### src/hw/rtl/lkvc_pkg.sv
// shared types, constants and helpers for the lru key/value cache
package lkvc_pkg;

    localparam int ENTRIES = 16;
    localparam int IDX_W   = $clog2(ENTRIES);
    localparam int RANK_W  = IDX_W;
    localparam int CNT_W   = $clog2(ENTRIES + 1);
    localparam int CAP_W   = 5;
    localparam int KEY_W   = 32;
    localparam int VAL_W   = 32;

    localparam logic [CAP_W-1:0] CAP_RESET  = 5'd16;
    localparam logic [VAL_W-1:0] MISS_VALUE = {VAL_W{1'b1}};

    localparam logic OP_GET = 1'b0;
    localparam logic OP_SET = 1'b1;

    typedef enum logic [2:0] {
        ST_IDLE,
        ST_SCAN,
        ST_LAST,
        ST_FETCH,
        ST_COMMIT
    } state_t;

    // compare stage control toward the scan unit
    typedef struct packed {
        logic             clear;
        logic             step;
        logic [IDX_W-1:0] idx;
    } scan_ctl_t;

    // the entry under compare
    typedef struct packed {
        logic              valid;
        logic [KEY_W-1:0]  key;
        logic [RANK_W-1:0] rank;
    } scan_entry_t;

    // what the scan found
    typedef struct packed {
        logic              hit;
        logic [IDX_W-1:0]  hit_idx;
        logic [RANK_W-1:0] hit_rank;
        logic              free_found;
        logic [IDX_W-1:0]  free_idx;
        logic              victim_found;
        logic [IDX_W-1:0]  victim_idx;
    } scan_res_t;

    // write port of the key/value store
    typedef struct packed {
        logic             en;
        logic [IDX_W-1:0] addr;
        logic [KEY_W-1:0] key;
        logic [VAL_W-1:0] value;
    } store_wr_t;

    // capacity zero acts as one, above the entry count it saturates
    function automatic logic [CNT_W-1:0] eff_cap(input logic [CAP_W-1:0] cap);
        logic [CNT_W-1:0] res;
        if (cap == '0)
        begin
            res = CNT_W'(1);
        end
        else if (int'(cap) > ENTRIES)
        begin
            res = CNT_W'(ENTRIES);
        end
        else
        begin
            res = CNT_W'(cap);
        end
        return res;
    endfunction

endpackage

### src/hw/rtl/lru_key_value_cache_top.sv
// top level of the lru key/value cache: sequencer, recency ranks, result register
// an accepted beat passes scan, last compare, fetch (held until the result register is free)
//   and commit; no new beat is taken before that; the key search compares one entry per cycle
//   through a single comparator fed by the key memory read port, so the scan scales with ENTRIES
// s_tready is high only while the sequencer idles; a waiting result beat does not block it
// reset: valid bits, ranks, occupancy and control clear at once; capacity returns to 16;
//   the key and value memories are left as they are and need no clearing pass
module lru_key_value_cache_top (
    input  logic                          clk,
    input  logic                          rst_n,
    // input stream
    input  logic                          s_tvalid,
    output logic                          s_tready,
    input  logic [63:0]                   s_tdata,   // key [31:0], write_value [63:32]
    input  logic [0:0]                    s_tuser,   // operation [0]
    // result stream
    output logic                          m_tvalid,
    input  logic                          m_tready,
    output logic [63:0]                   m_tdata,   // read_value [31:0], evicted_key [63:32]
    output logic [1:0]                    m_tuser,   // found [0], evicted [1]
    // capacity register
    input  logic                          cfg_we,
    input  logic [lkvc_pkg::CAP_W-1:0]    cfg_wdata
);

    localparam int ENTRIES = lkvc_pkg::ENTRIES;
    localparam int IDX_W   = lkvc_pkg::IDX_W;
    localparam int RANK_W  = lkvc_pkg::RANK_W;
    localparam int CNT_W   = lkvc_pkg::CNT_W;
    localparam int KEY_W   = lkvc_pkg::KEY_W;
    localparam int VAL_W   = lkvc_pkg::VAL_W;

    // sequencer
    lkvc_pkg::state_t state_reg;
    lkvc_pkg::state_t state_next;

    // latched input beat
    logic             op_reg;
    logic [KEY_W-1:0] key_reg;
    logic [VAL_W-1:0] wval_reg;

    // scan address and compare stage
    logic [IDX_W-1:0] scan_idx_reg;
    logic [IDX_W-1:0] scan_idx_next;
    logic             cmp_vld_reg;
    logic [IDX_W-1:0] cmp_idx_reg;

    // per-entry status, kept in flops so reset clears it at once
    logic              valid_reg [ENTRIES];
    logic              valid_next[ENTRIES];
    logic [RANK_W-1:0] rank_reg  [ENTRIES];
    logic [RANK_W-1:0] rank_next [ENTRIES];
    logic [CNT_W-1:0]  occ_reg;
    logic [CNT_W-1:0]  occ_next;
    logic [lkvc_pkg::CAP_W-1:0] cap_reg;
    logic [ENTRIES-1:0] valid_vec;

    // result register
    logic              m_tvalid_reg;
    logic [63:0]       m_tdata_reg;
    logic [1:0]        m_tuser_reg;

    // unit hookup
    lkvc_pkg::scan_ctl_t   scan_ctl;
    lkvc_pkg::scan_entry_t scan_entry;
    lkvc_pkg::scan_res_t   scan_res;
    lkvc_pkg::store_wr_t   store_wr;
    logic [IDX_W-1:0]      rd_addr;
    logic [KEY_W-1:0]      rd_key;
    logic [VAL_W-1:0]      rd_value;

    // commit datapath
    logic              accept;
    logic              out_free;
    logic              do_commit;
    logic              is_set;
    logic              need_evict;
    logic              do_evict;
    logic              ins_ok;
    logic [IDX_W-1:0]  ins_slot;
    logic              res_found;
    logic [VAL_W-1:0]  res_value;
    logic [KEY_W-1:0]  res_evk;
    logic [RANK_W-1:0] last_rank;

    assign accept    = s_tvalid && s_tready;
    assign out_free  = !m_tvalid_reg || m_tready;
    assign do_commit = (state_reg == lkvc_pkg::ST_COMMIT);
    assign last_rank = RANK_W'(occ_reg - CNT_W'(1));

    // ---------------------------------------------------------------
    // sequencer: idle, scan all entries, drain last compare, fetch, commit
    // ---------------------------------------------------------------
    always_ff @(posedge clk or negedge rst_n)
    begin
        if (!rst_n)
        begin
            state_reg <= lkvc_pkg::ST_IDLE;
        end
        else
        begin
            state_reg <= state_next;
        end
    end

    always_comb
    begin
        state_next    = state_reg;
        s_tready      = 1'b0;
        scan_idx_next = scan_idx_reg;
        rd_addr       = scan_idx_reg;
        case (state_reg)
            lkvc_pkg::ST_IDLE:
            begin
                s_tready      = 1'b1;
                scan_idx_next = '0;
                if (s_tvalid)
                begin
                    state_next = lkvc_pkg::ST_SCAN;
                end
            end
            lkvc_pkg::ST_SCAN:
            begin
                scan_idx_next = scan_idx_reg + IDX_W'(1);
                if (scan_idx_reg == IDX_W'(ENTRIES - 1))
                begin
                    state_next = lkvc_pkg::ST_LAST;
                end
            end
            lkvc_pkg::ST_LAST:
            begin
                state_next = lkvc_pkg::ST_FETCH;
            end
            lkvc_pkg::ST_FETCH:
            begin
                // hit value for a get, victim key for an eviction
                rd_addr = scan_res.hit ? scan_res.hit_idx : scan_res.victim_idx;
                if (out_free)
                begin
                    state_next = lkvc_pkg::ST_COMMIT;
                end
            end
            lkvc_pkg::ST_COMMIT:
            begin
                state_next = lkvc_pkg::ST_IDLE;
            end
            default:
            begin
                state_next = lkvc_pkg::ST_IDLE;
            end
        endcase
    end

    // input latch and scan pointers
    always_ff @(posedge clk)
    begin
        if (accept)
        begin
            op_reg   <= s_tuser[0];
            key_reg  <= s_tdata[KEY_W-1:0];
            wval_reg <= s_tdata[63:KEY_W];
        end
        cmp_idx_reg <= scan_idx_reg;
    end

    always_ff @(posedge clk or negedge rst_n)
    begin
        if (!rst_n)
        begin
            scan_idx_reg <= '0;
            cmp_vld_reg  <= 1'b0;
        end
        else
        begin
            scan_idx_reg <= scan_idx_next;
            cmp_vld_reg  <= (state_reg == lkvc_pkg::ST_SCAN);
        end
    end

    // ---------------------------------------------------------------
    // shared compare unit and memories
    // ---------------------------------------------------------------
    always_comb
    begin
        scan_ctl.clear   = accept;
        scan_ctl.step    = cmp_vld_reg;
        scan_ctl.idx     = cmp_idx_reg;
        scan_entry.valid = valid_reg[cmp_idx_reg];
        scan_entry.key   = rd_key;
        scan_entry.rank  = rank_reg[cmp_idx_reg];
    end

    lkvc_scan u_scan (
        .clk        (clk),
        .rst_n      (rst_n),
        .ctl        (scan_ctl),
        .entry      (scan_entry),
        .search_key (key_reg),
        .last_rank  (last_rank),
        .res        (scan_res)
    );

    lkvc_store u_store (
        .clk      (clk),
        .wr       (store_wr),
        .rd_addr  (rd_addr),
        .rd_key   (rd_key),
        .rd_value (rd_value)
    );

    // ---------------------------------------------------------------
    // commit: result, store write, rank and valid update
    // ---------------------------------------------------------------
    always_comb
    begin
        is_set     = (op_reg == lkvc_pkg::OP_SET);
        need_evict = (occ_reg >= lkvc_pkg::eff_cap(cap_reg));
        do_evict   = is_set && !scan_res.hit && need_evict && scan_res.victim_found;
        ins_ok     = is_set && !scan_res.hit && (do_evict || scan_res.free_found);
        // lowest free slot once the victim is gone
        if (do_evict && !(scan_res.free_found && scan_res.free_idx < scan_res.victim_idx))
        begin
            ins_slot = scan_res.victim_idx;
        end
        else
        begin
            ins_slot = scan_res.free_idx;
        end

        res_found = scan_res.hit;
        if (is_set)
        begin
            res_value = '0;
        end
        else if (scan_res.hit)
        begin
            res_value = rd_value;
        end
        else
        begin
            res_value = lkvc_pkg::MISS_VALUE;
        end
        res_evk = do_evict ? rd_key : '0;

        store_wr.en    = do_commit && is_set && (scan_res.hit || ins_ok);
        store_wr.addr  = scan_res.hit ? scan_res.hit_idx : ins_slot;
        store_wr.key   = key_reg;
        store_wr.value = wval_reg;

        for (int i = 0; i < ENTRIES; i++)
        begin
            valid_next[i] = valid_reg[i];
            rank_next[i]  = rank_reg[i];
        end
        occ_next = occ_reg;

        if (do_commit && scan_res.hit)
        begin
            // refresh: entries newer than the hit age by one
            for (int i = 0; i < ENTRIES; i++)
            begin
                if (valid_reg[i] && IDX_W'(i) != scan_res.hit_idx
                    && rank_reg[i] < scan_res.hit_rank)
                begin
                    rank_next[i] = rank_reg[i] + RANK_W'(1);
                end
            end
            rank_next[scan_res.hit_idx] = '0;
        end
        else if (do_commit && ins_ok)
        begin
            // insertion: every surviving entry ages by one
            for (int i = 0; i < ENTRIES; i++)
            begin
                if (valid_reg[i] && !(do_evict && IDX_W'(i) == scan_res.victim_idx))
                begin
                    rank_next[i] = rank_reg[i] + RANK_W'(1);
                end
            end
            if (do_evict)
            begin
                valid_next[scan_res.victim_idx] = 1'b0;
            end
            valid_next[ins_slot] = 1'b1;
            rank_next[ins_slot]  = '0;
            occ_next = do_evict ? occ_reg : occ_reg + CNT_W'(1);
        end
    end

    always_ff @(posedge clk or negedge rst_n)
    begin
        if (!rst_n)
        begin
            for (int i = 0; i < ENTRIES; i++)
            begin
                valid_reg[i] <= 1'b0;
                rank_reg[i]  <= '0;
            end
            occ_reg <= '0;
            cap_reg <= lkvc_pkg::CAP_RESET;
        end
        else
        begin
            for (int i = 0; i < ENTRIES; i++)
            begin
                valid_reg[i] <= valid_next[i];
                rank_reg[i]  <= rank_next[i];
            end
            occ_reg <= occ_next;
            if (cfg_we)
            begin
                cap_reg <= cfg_wdata;
            end
        end
    end

    // ---------------------------------------------------------------
    // result register; fetch waits until it is free, so commit always loads
    // ---------------------------------------------------------------
    always_ff @(posedge clk or negedge rst_n)
    begin
        if (!rst_n)
        begin
            m_tvalid_reg <= 1'b0;
        end
        else if (do_commit)
        begin
            m_tvalid_reg <= 1'b1;
        end
        else if (m_tready)
        begin
            m_tvalid_reg <= 1'b0;
        end
    end

    always_ff @(posedge clk)
    begin
        if (do_commit)
        begin
            m_tdata_reg <= {res_evk, res_value};
            m_tuser_reg <= {do_evict, res_found};
        end
    end

    assign m_tvalid = m_tvalid_reg;
    assign m_tdata  = m_tdata_reg;
    assign m_tuser  = m_tuser_reg;

    // ---------------------------------------------------------------
    // checks
    // ---------------------------------------------------------------
    // valid bits gathered into one vector for counting
    always_comb
    begin
        for (int i = 0; i < ENTRIES; i++)
        begin
            valid_vec[i] = valid_reg[i];
        end
    end

    a_occ_matches_valid: assert property (@(posedge clk) disable iff (!rst_n)
        $countones(valid_vec) == int'(occ_reg))
        else $error("occupancy does not match valid entries");

    a_occ_bound: assert property (@(posedge clk) disable iff (!rst_n)
        int'(occ_reg) <= ENTRIES)
        else $error("occupancy above entry count");

    a_evict_not_found: assert property (@(posedge clk) disable iff (!rst_n)
        m_tvalid && m_tuser[1] |-> !m_tuser[0])
        else $error("eviction reported on a hit");

    a_result_from_commit: assert property (@(posedge clk) disable iff (!rst_n)
        $rose(m_tvalid_reg) |-> $past(state_reg == lkvc_pkg::ST_COMMIT))
        else $error("result beat without a commit");

endmodule

### src/hw/rtl/lkvc_store.sv
// key and value memories, one write port and one registered read port
module lkvc_store (
    input  logic                          clk,
    input  lkvc_pkg::store_wr_t           wr,
    input  logic [lkvc_pkg::IDX_W-1:0]    rd_addr,
    output logic [lkvc_pkg::KEY_W-1:0]    rd_key,
    output logic [lkvc_pkg::VAL_W-1:0]    rd_value
);

    logic [lkvc_pkg::KEY_W-1:0] key_mem   [lkvc_pkg::ENTRIES];
    logic [lkvc_pkg::VAL_W-1:0] value_mem [lkvc_pkg::ENTRIES];

    always_ff @(posedge clk)
    begin
        if (wr.en)
        begin
            key_mem[wr.addr]   <= wr.key;
            value_mem[wr.addr] <= wr.value;
        end
    end

    always_ff @(posedge clk)
    begin
        rd_key   <= key_mem[rd_addr];
        rd_value <= value_mem[rd_addr];
    end

endmodule

### src/hw/rtl/lkvc_scan.sv
// shared compare unit: one entry per step, keeps hit, first free slot and victim
module lkvc_scan (
    input  logic                          clk,
    input  logic                          rst_n,
    input  lkvc_pkg::scan_ctl_t           ctl,
    input  lkvc_pkg::scan_entry_t         entry,
    input  logic [lkvc_pkg::KEY_W-1:0]    search_key,
    input  logic [lkvc_pkg::RANK_W-1:0]   last_rank,
    output lkvc_pkg::scan_res_t           res
);

    lkvc_pkg::scan_res_t res_reg;
    lkvc_pkg::scan_res_t res_next;
    logic                key_eq;

    // the one key comparator
    assign key_eq = (entry.key == search_key);

    always_comb
    begin
        res_next = res_reg;
        if (ctl.clear)
        begin
            res_next.hit          = 1'b0;
            res_next.free_found   = 1'b0;
            res_next.victim_found = 1'b0;
        end
        else if (ctl.step)
        begin
            if (entry.valid && key_eq && !res_reg.hit)
            begin
                res_next.hit      = 1'b1;
                res_next.hit_idx  = ctl.idx;
                res_next.hit_rank = entry.rank;
            end
            if (!entry.valid && !res_reg.free_found)
            begin
                res_next.free_found = 1'b1;
                res_next.free_idx   = ctl.idx;
            end
            // ranks of valid entries are distinct, the oldest holds occupancy-1
            if (entry.valid && entry.rank == last_rank)
            begin
                res_next.victim_found = 1'b1;
                res_next.victim_idx   = ctl.idx;
            end
        end
    end

    always_ff @(posedge clk or negedge rst_n)
    begin
        if (!rst_n)
        begin
            res_reg <= '0;
        end
        else
        begin
            res_reg <= res_next;
        end
    end

    assign res = res_reg;

endmodule

### config.mk
export PLATFORM = sky130hd
export DESIGN_NAME = lru_key_value_cache_top
export DESIGN_NICKNAME = d
export VERILOG_FILES = /design/src/hw/rtl/lkvc_pkg.sv /design/src/hw/rtl/lru_key_value_cache_top.sv /design/src/hw/rtl/lkvc_store.sv /design/src/hw/rtl/lkvc_scan.sv
export SDC_FILE = /design/constraint.sdc
export NUM_CORES = 2
export LEC_CHECK = 0
export ABC_AREA = 1
export BUFFER_PORTS_ARGS = -buffer_cell sky130_fd_sc_hd__buf_2
export CORE_UTILIZATION = 45
export CTS_BUF_LIST = sky130_fd_sc_hd__clkbuf_4 sky130_fd_sc_hd__clkbuf_8 sky130_fd_sc_hd__clkbuf_16
export DETAILED_ROUTE_END_ITERATION = 10
export SYNTH_ARGS = -nofsm -noshare
export SYNTH_HDL_FRONTEND = slang
export SYNTH_SLANG_ARGS = --single-unit
### constraint.sdc
create_clock -name clk -period 13.5 [get_ports clk]
set_input_delay 0 -clock clk [delete_from_list [all_inputs] [get_ports clk]]
set_output_delay 0 -clock clk [all_outputs]
set_load 0.01 [all_outputs]
Word level (Yosys, flattened, before mapping):

Memory sizes are Yosys's and may differ from the RTL's. A register that Yosys moved wholly into a read port is not among the register bits.
Cells that the tools add are included.

* memories kept: 2
* logic and storage cells: 402
* bits in registers: 253
* bits in latches: 0
* output and inout bits: 68
* RAM bits: 1024
* ROM bits: 0

Memory list
* u_store.key_mem: words 16, bits a word 32, read ports 1, clocked after Yosys merged registers in 1, wr ports 1, RTL line lkvc_store.sv:10 `logic [lkvc_pkg::KEY_W-1:0] key_mem [lkvc_pkg::ENTRIES];`
* u_store.value_mem: words 16, bits a word 32, read ports 1, clocked after Yosys merged registers in 1, wr ports 1, RTL line lkvc_store.sv:11 `logic [lkvc_pkg::VAL_W-1:0] value_mem [lkvc_pkg::ENTRIES];`

* shift operators: 0
* equality and inequality tests: 40
* bitwise logic cells: 14
* divide/modulo/power cells: 0
* reductions and logical operators: 126
* add/subtract/negate cells: 19
* multiplexer cells: 123
* $mul: 0
* order comparisons: 26

Operators by type and width (count)
* two-way mux 4 bit: 88
* AND 64 bit: 2
* two-way mux 64 bit: 2
* inverter 64 bit: 2
* logical AND 1 bit: 82
* adder 4 x 1 -> 4 bit, second input constant: 17
* < comparator 4 bit: 17
* two-way mux 16 bit: 3
* demux 4 bit (select 4 bit): 2
* == test 32 bit: 1
* == test 4 bit, first input constant: 8
* two-way mux 32 bit: 1
* inequality test 4 bit, first input constant: 8
* zero test 1 bit: 21
* greater-or-equal comparator 5 bit, second input constant: 4
* two-way mux 5 bit: 4
* inverter 4 -> 5 bit: 4
* two-way mux 19 bit: 1
* AND 16 bit: 1
* binary-select mux 4 bit (select 4 bit): 1
* == test 3 x 4 -> 1 bit, first input constant: 4
* inequality test 3 x 4 -> 1 bit, first input constant: 4
* inverter 16 bit: 1
* OR 16 bit: 1
* 31 further kinds: 69

Logic depth before layout (Yosys ltp):

* depth after elaboration: 17
* depth in mapped cells: 22

Hierarchy:

From an unflattened synthesis, not the netlist that was laid out.

* cell total of the unflattened synthesis: 6337
* area, all modules: 61490.2 µm²

Modules (own cells, without submodules)
* lkvc_store: seq. area each 32030.7 µm², cells each 4212, area an instance 45147.0 µm², instances 1
* lru_key_value_cache_top: seq. area each 6492.5 µm², cells each 1933, area an instance 14995.6 µm², instances 1
* lkvc_scan: seq. area each 475.5 µm², cells each 192, area an instance 1347.5 µm², instances 1

Least setup slack after synthesis:

No wires, ideal clock.

* path type: reg-to-reg
* start point: reg state_reg[0]
* end point: mem u_store.key_mem[12][0] in the netlist's numbering, enable pin
* path buffers: 0
* arrival time: 5.152 ns
* data required time: 13.013 ns
* stages on the path, launching flop included: 10
* slack: 7.862 ns
* cells stage by stage: dfrtp_1 nor2_1 nand2_1 inv_1 nand2_1 nand2_1 nand2_1 inv_1 nand3_1 nor2_1

* longest elaborated chain between the ends: 5

RTL lines
* start: declaration: RTL line lru_key_value_cache_top.sv:34 `lkvc_pkg::state_t state_reg;`
* start signal: assignment: RTL line lru_key_value_cache_top.sv:98 `state_reg <= lkvc_pkg::ST_IDLE;`
* start signal: assignment: RTL line lru_key_value_cache_top.sv:102 `state_reg <= state_next;`
* == test 3 bit: RTL line lru_key_value_cache_top.sv:88 `assign do_commit = (state_reg == lkvc_pkg::ST_COMMIT);`
* via do_commit: RTL line lru_key_value_cache_top.sv:75 `logic do_commit;`
* logical AND 1 bit (2 in series): RTL line lru_key_value_cache_top.sv:245 `store_wr.en = do_commit && is_set && (scan_res.hit || ins_ok);`
* two-way mux 1 bit: RTL line lkvc_store.sv:15 `if (wr.en)`
* two-way mux 1 bit (implied by the code): RTL line lkvc_store.sv:17 `key_mem[wr.addr] <= wr.key;`
* end: declaration: RTL line lkvc_store.sv:10

The timed path passes the listed nets, and every way through them passes these cells.

Worst setup path after layout:

* start point: reg cap_reg[0] in the netlist's numbering
* end point: mem u_store.value_mem[9][28] in the netlist's numbering, enable pin

* longest elaborated chain between the ends: 12
* elaborated cells on any way between the ends: 16

RTL lines
* start: declaration: RTL line lru_key_value_cache_top.sv:55 `logic [lkvc_pkg::CAP_W-1:0] cap_reg;`
* start signal: assignment: RTL line lru_key_value_cache_top.sv:300 `cap_reg <= lkvc_pkg::CAP_RESET;`
* start signal: assignment: RTL line lru_key_value_cache_top.sv:312 `cap_reg <= cfg_wdata;`
* > comparator 5 bit: RTL line lkvc_pkg.sv:66 `else if (int'(cap) > ENTRIES)`
* two-way mux 5 bit: RTL line lkvc_pkg.sv:66
* two-way mux 5 bit (*): RTL line lkvc_pkg.sv:62 `if (cap == '0)`
* greater-or-equal comparator 5 bit (*): RTL line lru_key_value_cache_top.sv:217 `need_evict = (occ_reg >= lkvc_pkg::eff_cap(cap_reg));`
* logical AND 1 bit (*) (2 in series): RTL line lru_key_value_cache_top.sv:218 `do_evict = is_set && !scan_res.hit && need_evict && scan_res.victim_found;`
* logical OR 1 bit: RTL line lru_key_value_cache_top.sv:219 `ins_ok = is_set && !scan_res.hit && (do_evict || scan_res.free_found);`
* logical AND 1 bit: RTL line lru_key_value_cache_top.sv:219
* logical OR 1 bit: RTL line lru_key_value_cache_top.sv:245
* logical AND 1 bit: RTL line lru_key_value_cache_top.sv:245
* two-way mux 1 bit: RTL line lkvc_store.sv:15
* two-way mux 1 bit (implied by the code): RTL line lkvc_store.sv:18 `value_mem[wr.addr] <= wr.value;`
* end: declaration: RTL line lkvc_store.sv:11

Every way passes the cells marked *; elsewhere a longest branch is shown, timed or not.

==> out/results.txt <==
most frequent cells in the layout - edfxtp_1, nand2_1, inv_1
Critical Path End Type - register
placed cell count - 6847
setup TNS - 0 ns
worst slew pin tran - 1.26 ns
finished layout cell area - 66600 um^2
setup bufs post-CTS - 0
fin. max-slew vios - 0
clk_lat worst skew - 0.81 ns
worst-case clock buffer depth - 3
power per cell area - 203 nW/um^2
Hold Vio Cnt, Final - 0
Final Critical Period - 4.90 ns
clk sinks - 1341
DP HPWL - 84.6 mm
f_max - 0.204 GHz
critical-path cell list - inv_1, nand4_1, nand2_1, nand2_1, ha_1, nand2_1, inv_1, nand2_1, nand2_1, nand2_1, nand2_1, nand4_2, nand2_1, o21ai_1, o21ai_0, nand3_1, nor2_4, buf_4
Worst path slowest cell - nor2_4
Row Count - 131
Storage cell area - 39000 um^2
initial drt markers - 3863
synthesized flop and latch total - 1341
Regs by FF count - u_store.key_mem x512, u_store.value_mem x512
combinational fraction of design power - 0.314
clk_skew - 0.0736 ns
largest net degree at the start of global routing - 254
critical path startpoint category - register
Internal Power - 8.52 mW
ys async rst share - 0.0880
post-route insts no fill - 7271
Post-Synthesis Cells - 5241
via count - 39300
Core ar. - 128000 um^2
Setup-failing EPs final - 0
clock-pin slew on the worst setup and hold paths - 0.06 ns
ys flop type - edfxtp_1
critical path type - register to register
die width - 361 um
Pleak - 26.1 nW
Most common cell on crit path - nand2_1
RePlAce Congestion - 0.890
relative slew slack - 0.161
sw frac - 0.370
I/O Pins - 143
sequential share of power - 0.389
first-pass GRT wire length - 228 mm
Initial Util - 0.454
fill cell count - 11100
area of the multi-input gates - 15100 um^2
port bufs - 142
overall routed net length - 150 mm
DRC violations left - 0
Die Height - 361 um
outcome - complete, no violations
GR Overflow Total - 0
die area - 130000 um^2
post-synth net total - 5391
critical path arrival - 5.29 ns
RSZ-0062 raised after global routing - no
Post-Synth Adder-Cell Area - 0.0162
Clock power frac - 0.297
post-synthesis mux area share - 0
Vias/cell - 5.41
Num CTS Buffers - 146
layout cells sized above 1 - 0.0902
number of routed nets with antenna violations - 0
max_cap viols - 0
drt pass-1 iters - 6
CTS Root Cell - clkbuf_16
Seq/Total Area, Yosys - 0.674
synth unique cells - 43
largest family of logic cells by synthesized area - simple AND/OR/NAND/NOR gates
vias in the first global route - 37300
Global Route Usage Sum - 0.229
wire per inst - 20.6 um
Post-Syn Area - 57900 um^2
Hold WS - 0.0229 ns
CP Max Fanout - 36
YS warnings - 0
area delta synth->final - 15.2%
period utilization - 0.363
CTS tree - built
H-tree depth - 4
XOR/XNOR Fraction of Synth Area - 0.00802
nets - 5638
commonest non-fill, non-tap cell in the layout - edfxtp_1
compound-cell area share of the yosys netlist - 0.107
Post-Synth Simple-Gate Area - 0.126
maximum vdd drop - 215 uV
Avg Inst Size Synth - 11.0 um^2
Post-synth EDFFs - 1155
placed cell areas - 60100 um^2
worst min path class - primary input to register
crit-path max cell delay - 0.99 ns
initial antenna violation count - 0
P_sw - 5.01 mW
Worst Path Required - 13.89 ns
## metrics by stage
step	setup slack, ns	power [mW]	utilization
after floorplan	7.86	8.35	-
after global placement	8.69	9.48	0.471
after detailed placement	8.63	9.54	0.471
after CTS	8.61	13.6	0.522
after global routing	8.15	14.3	0.522
final	8.60	13.5	0.522
## area by class of cell
cell class                      instances  share of cell area
Sequential cell                      1341               0.585
Multi-Input combinational cell       2913               0.226
Clock buffer                          204              0.0632
Timing Repair Buffer                  362              0.0420
Inverter                              724              0.0410
Tap cell                             1662              0.0312
Clock inverter                         64              0.0113
Antenna cell                            1           0.0000376
## power groups by stage
stage	clock, mW	combinational [mW]	sequential [mW]
floorplan	0	3.13	5.22
global placement	0	4.13	5.35
detailed placement	0	4.19	5.35
CTS	4.09	4.25	5.27
global route	4.25	4.76	5.30
finish	4.01	4.25	5.27
## synthesized netlist by cell type, types with 14 or more instances
library cell,count,share of area
a21oi_1,344,0.030
a22oi_1,20,0.0026
buf_1,28,0.0018
buf_2,143,0.012
buf_4,17,0.0022
clkbuf_1,73,0.0047
dfrtp_1,117,0.051
dfxtp_1,68,0.024
edfxtp_1,1155,0.60
ha_1,75,0.016
inv_1,718,0.047
nand2_1,810,0.053
nand3_1,570,0.049
nand4_1,14,0.0015
nor2_1,302,0.020
o211ai_1,297,0.039
o21ai_0,369,0.032
xnor2_1,21,0.0032
xor2_1,32,0.0048
## per-layer routing
layer,vias up,global-route usage,part of all wire,routed length [um]
met5,-,0,0,0
met3,231,0.0310,0.054,8130
met2,1165,0.381,0.49,72900
met4,0,0.0695,0.023,3450
li1,18800,-,-,-
met1,19200,0.312,0.44,65100
## cell families after synthesis
| family | after synthesis |
|---|---|
| AO/OA/AOI/OAI | 1065 |
| AND/OR/NAND/NOR | 1720 |
| XOR/XNOR | 53 |
| adder cells (fa/ha/maj) | 75 |
| buffers and inverters | 987 |
| flip-flops | 1341 |
## critical path: cells and delay by family, from the launching register on
family / cells / cell delay (ns)
and+or+nand+nor: 12 / 2.40
DFF: 1 / 0.39
AOI/OAI and AO/OA: 2 / 0.48
adders and majority gates: 1 / 0.30
buffers and inverters: 3 / 0.86
## repair_timing
action / CTS / global route
hold buffers: 155 / 0
gates resized for setup: 0 / 0
endpoints found under the hold margin: 173 / 0
## path summary, 6_finish.rpt
path	startpoint	to	slack (ns)	cells past startpoint
setup / recovery	cap_reg[0]$_DFFE_PN0P_	u_store.value_mem[9][28]$_DFFE_PP_	8.60	18
hold / removal	s_tdata[59]	wval_reg[27]$_DFFE_PP_	0.02	2
setup reg to reg	cap_reg[0]$_DFFE_PN0P_	u_store.value_mem[9][28]$_DFFE_PP_	8.60	18
hold reg to reg	u_scan.res[13]$_DFFE_PN0P_	u_scan.res[13]$_DFFE_PN0P_	0.47	2
max in group asynchronous	rst_n	rank_reg[47]$_DFFE_PN0P_	12.19	4
min in group asynchronous	rst_n	rank_reg[12]$_DFFE_PN0P_	0.44	4
Power figures use the tool's default switching activity.
